## src/hw/rtl/assert_macros.svh

```systemverilog
// assertion macros for the heap queue rtl
`ifndef ASSERT_MACROS_SVH
`define ASSERT_MACROS_SVH
`ifndef SYNTHESIS
`define ASSERT_IMPL(label, ante, cons) \
  label: assert property (@(posedge clk) disable iff (!rst_n) (ante) |-> (cons)) \
    else $error("assertion failed");
`define ASSERT_NEXT(label, ante, cons) \
  label: assert property (@(posedge clk) disable iff (!rst_n) (ante) |=> (cons)) \
    else $error("assertion failed");
`else
`define ASSERT_IMPL(label, ante, cons)
`define ASSERT_NEXT(label, ante, cons)
`endif
`endif

```

## src/hw/rtl/imhq_pos_mem.sv

```systemverilog
// key position table, one write and one read port; the top clears it after reset
`timescale 1ns / 1ps
module imhq_pos_mem #(
  parameter int KW = 8,
  parameter int SW = 9
) (
  input  logic          clk,
  input  logic          we,
  input  logic [KW-1:0] waddr,
  input  logic [SW-1:0] wdata,
  input  logic [KW-1:0] raddr,
  output logic [SW-1:0] rdata
);
  logic [SW-1:0] mem [0:(1<<KW)-1];
  always_ff @(posedge clk) begin
    if (we) mem[waddr] <= wdata;
    rdata <= mem[raddr];
  end
endmodule

```

## config.mk

```make
export PLATFORM = sky130hd
export DESIGN_NAME = imhq_pos_mem
export DESIGN_NICKNAME = d
export VERILOG_FILES = /design/src/hw/rtl/assert_macros.svh /design/src/hw/rtl/imhq_pos_mem.sv
export SDC_FILE = /design/constraint.sdc
export NUM_CORES = 2
export LEC_CHECK = 0
export BUFFER_PORTS_ARGS = -buffer_cell sky130_fd_sc_hd__buf_2
export CORE_MARGIN = 2
export CORE_UTILIZATION = 40
export DETAILED_ROUTE_END_ITERATION = 6
export SLEW_MARGIN = 0
export SYNTH_ARGS = -nofsm -noshare
export SYNTH_HDL_FRONTEND = slang
export SYNTH_SLANG_ARGS = --single-unit
```

## constraint.sdc

```tcl
create_clock -name clk -period 2.7 [get_ports clk]
set_input_delay 0.54 -clock clk [delete_from_list [all_inputs] [get_ports clk]]
set_output_delay 0.54 -clock clk [all_outputs]
set_load 0.02 [all_outputs]
```

==> qor.txt <==
status: finished clean
r2r setup slk: 70 ps
Power Total: 74.10 mW
layout cells sized above 1: 31.69%
WL/cell: 28.20 um
Yosys top cell by area: edfxtp_1
max-cap violations: 0
Pleak: 34.39 nW
Tot GR Track Use: 20.21%
Crit-path slowest cell: o311ai_1
grt met1 use: 28.97%
clock share of power: 40.7%
CTS H-tree depth: 4
PwrDens: 698.2 mW/mm2
area share of the largest cell type after synthesis: 77.50%
Combinational Power Share: 5.7%
worst-path fanout max: 11
GR Util met3: 2.936%
fin. max-slew vios: 0
worst hold path class: input port to flip-flop
Clock Pin Slew Worst Setup and Hold Paths: 60 ps
Final Net Count: 5067
Num CTS Buffers: 222
overall routed net length: 231.4 mm
max frequency: 378.9 MHz
largest net degree at the start of global routing: 93
post-synthesis area per instance: 21.07 um2
Die H: 476.4 um
post-route cell area: 0.1061 mm2
post-synthesis sequential area ratio: 77.70%
HPWL after DPL: 151.0 mm
first-pass GRT wire length: 334.3 mm
CP most frequent cell: buf_12
slew margin rel.: 21.63%
Worst Skew: 25.27 ps
Final min period: 2639 ps
I/O pin count: 36
Non-Filler Instances: 8206
CP Data Arrival Time: 3370 ps
Flop pwr share: 53.5%
Post-Syn Instances: 4237
syn nets: 4264
grt met2 use: 32.28%
num rows: 173
Worst setup EP type: flip-flop
Worst EP required: 3430 ps
EDFF count, synth: 2304
Net Switching: 15.83 mW
total core area: 0.2221 mm2
die span in x: 476.4 um
sw frac: 21.36%
Root Driver: clkbuf_16
most frequent cell after synthesis: edfxtp_1
vias in the first global route: 46301
Setup Fix Bufs, Post-CTS: 0
Slew @ Worst Pin: 1173 ps
clk buf depth: 3
synthesis-to-finish area growth: 18.88%
number of buffers added on ports: 35
crit-path cells: buf_8 -> buf_12 -> buf_12 -> mux4_1 -> a22oi_1 -> nand2_1 -> o311ai_1 -> buf_4 -> nor4_1
critical path's largest stage delay: 740 ps
internal power: 58.28 mW
Synth cell types: 57
Starting Density: 40.20%
Setup WS pre-CTS: -1193 ps
antenna violations before repair: 13
DR pass1 iterations: 5
gr busiest metal: met2
#FFs+latches synth: 2313
Main synth FF type: edfxtp_1
remaining routing DRC violations: 0
synthesized cell area: 0.08928 mm2
final setup margin: 60.75 ps
RSZ-0062 raised after global routing: no
synth cell count leaders: edfxtp_1 (2304), mux4_2 (467), nor2_1 (305), mux2i_1 (177), a22oi_1 (174)
Synth area leaders: edfxtp_1 (77%), mux4_2 (12%), mux2i_1 (2.0%)
critical path class: input port to flip-flop
GRT overflow: 0
Peak VDD IR: 0.6565 mV
clock sink count: 2313
Final GP Congestion: 0.8555
final setup fails: 0
DR vias: 46192
Yosys warnings: 0
Setup crit start kind: input port
vias per cell: 5.629
Iteration-0 DRC Markers: 5419
CTS tree: yes
clk_lat worst skew: 860 ps
asr flop ratio synth: 0%
Antenna Nets Post-Route: 0
Placed Area: 0.09908 mm2
final hold violation count: 0
Final period util: 97.75%
die area: 0.2270 mm2
DP Cell Count: 7791
placed cells by master, fill, tap and decap left out, types with 5 or more instances in the layout:
master,synthesis,routed
a211oi_1,26,25
nor4_1,27,22
mux4_1,9,9
mux2_2,21,21
buf_8,12,11
nand3_1,31,31
mux2i_1,177,177
a221oi_1,11,11
nand2b_1,9,9
a22o_1,8,8
buf_12,5,100
bufinv_16,0,18
diode_2,0,8
nor2_1,305,303
a31oi_1,10,10
a22oi_1,174,174
clkbuf_1,120,54
nor3_1,21,21
buf_2,54,24
clkinv_2,0,44
nor4_2,0,5
nor2b_1,28,24
o21ai_1,5,5
buf_4,28,703
nand2_1,40,40
clkinvlp_4,0,7
dfxtp_1,9,9
mux4_2,467,467
o31a_1,8,8
o21ai_0,31,31
nand4_1,11,11
o221ai_1,35,35
edfxtp_1,2304,2304
clkinv_1,1,46
o22ai_1,65,65
a21oi_1,98,98
clkbuf_16,0,224
state kept, by name, indices dropped and copies added, names as in the netlist:
signal,count
mem,2304
rdata,9
repair_timing:
action                     4_1_cts  5_1_grt
gates resized for setup          3        1
setup endpoints to repair        2        1
hold buffers                     0        0
layer usage:
metal / part of all wire, % / wire length, um
met5: 0.011 / 26
met4: 2.8 / 6388
met2: 48 / 110700
met1: 42 / 97890
met3: 7.1 / 16450
worst max-delay path: cells and delay by family:
| family | cells | cell delay (ps) |
|---|---|---|
| AOI/OAI and AO/OA | 2 | 1050 |
| and+or+nand+nor | 2 | 320 |
| muxes | 1 | 590 |
| buffers and inverters | 4 | 820 |
final timing paths:
check / from / cells past startpoint / to
min: wdata[0] / 1 / mem[112][0]
max: raddr[0] / 9 / rdata[0]
min reg2reg: mem[38][8] / 5 / rdata[8]
max reg2reg: mem[149][0] / 6 / rdata[0]
cell families (layout without fill, tap and decap cells):
group                  count (synthesis)  in the layout  share of synthesized area (%)
other                                  0              8                              0
AO/OA/AOI/OAI                        489            489                          3.752
buffers and inverters                261           1247                          1.752
AND/OR/NAND/NOR                      500            500                          2.504
flip-flops                          2313           2313                          77.70
multiplexers                         674            674                          14.29
cell type report:
cell class,instances,area [um2]
Inverter,2,7.507
Antenna cell,8,20.02
Tap cell,2975,3722
Multi-Input combinational cell,1663,18430
Fill cell,18295,116000
Timing Repair Buffer,838,7565
Clock buffer,280,5836
Sequential cell,2313,69370
Clock inverter,127,1184
power groups by stage:
stage	logic, mW	registers (mW)	clock network, mW
final	4.26	39.7	30.2
after CTS	4.30	39.7	30.7
after global placement	4.24	40.4	0
after floorplan	1.88	40.4	0
after detailed placement	4.28	40.4	0
after global routing	4.48	39.6	32.1
metrics by stage:
step / util (%) / setup TNS, ps / hold WS [ps]
after floorplan: - / 0 / 638.9
after global placement: 44.61 / -7646 / 941.2
after detailed placement: 44.61 / -8348 / 945.6
after CTS: 47.78 / 0 / 18.62
after global routing: 47.79 / 0 / 38.03
final: 47.79 / 0 / 80.99
Power figures use the tool's default switching activity.
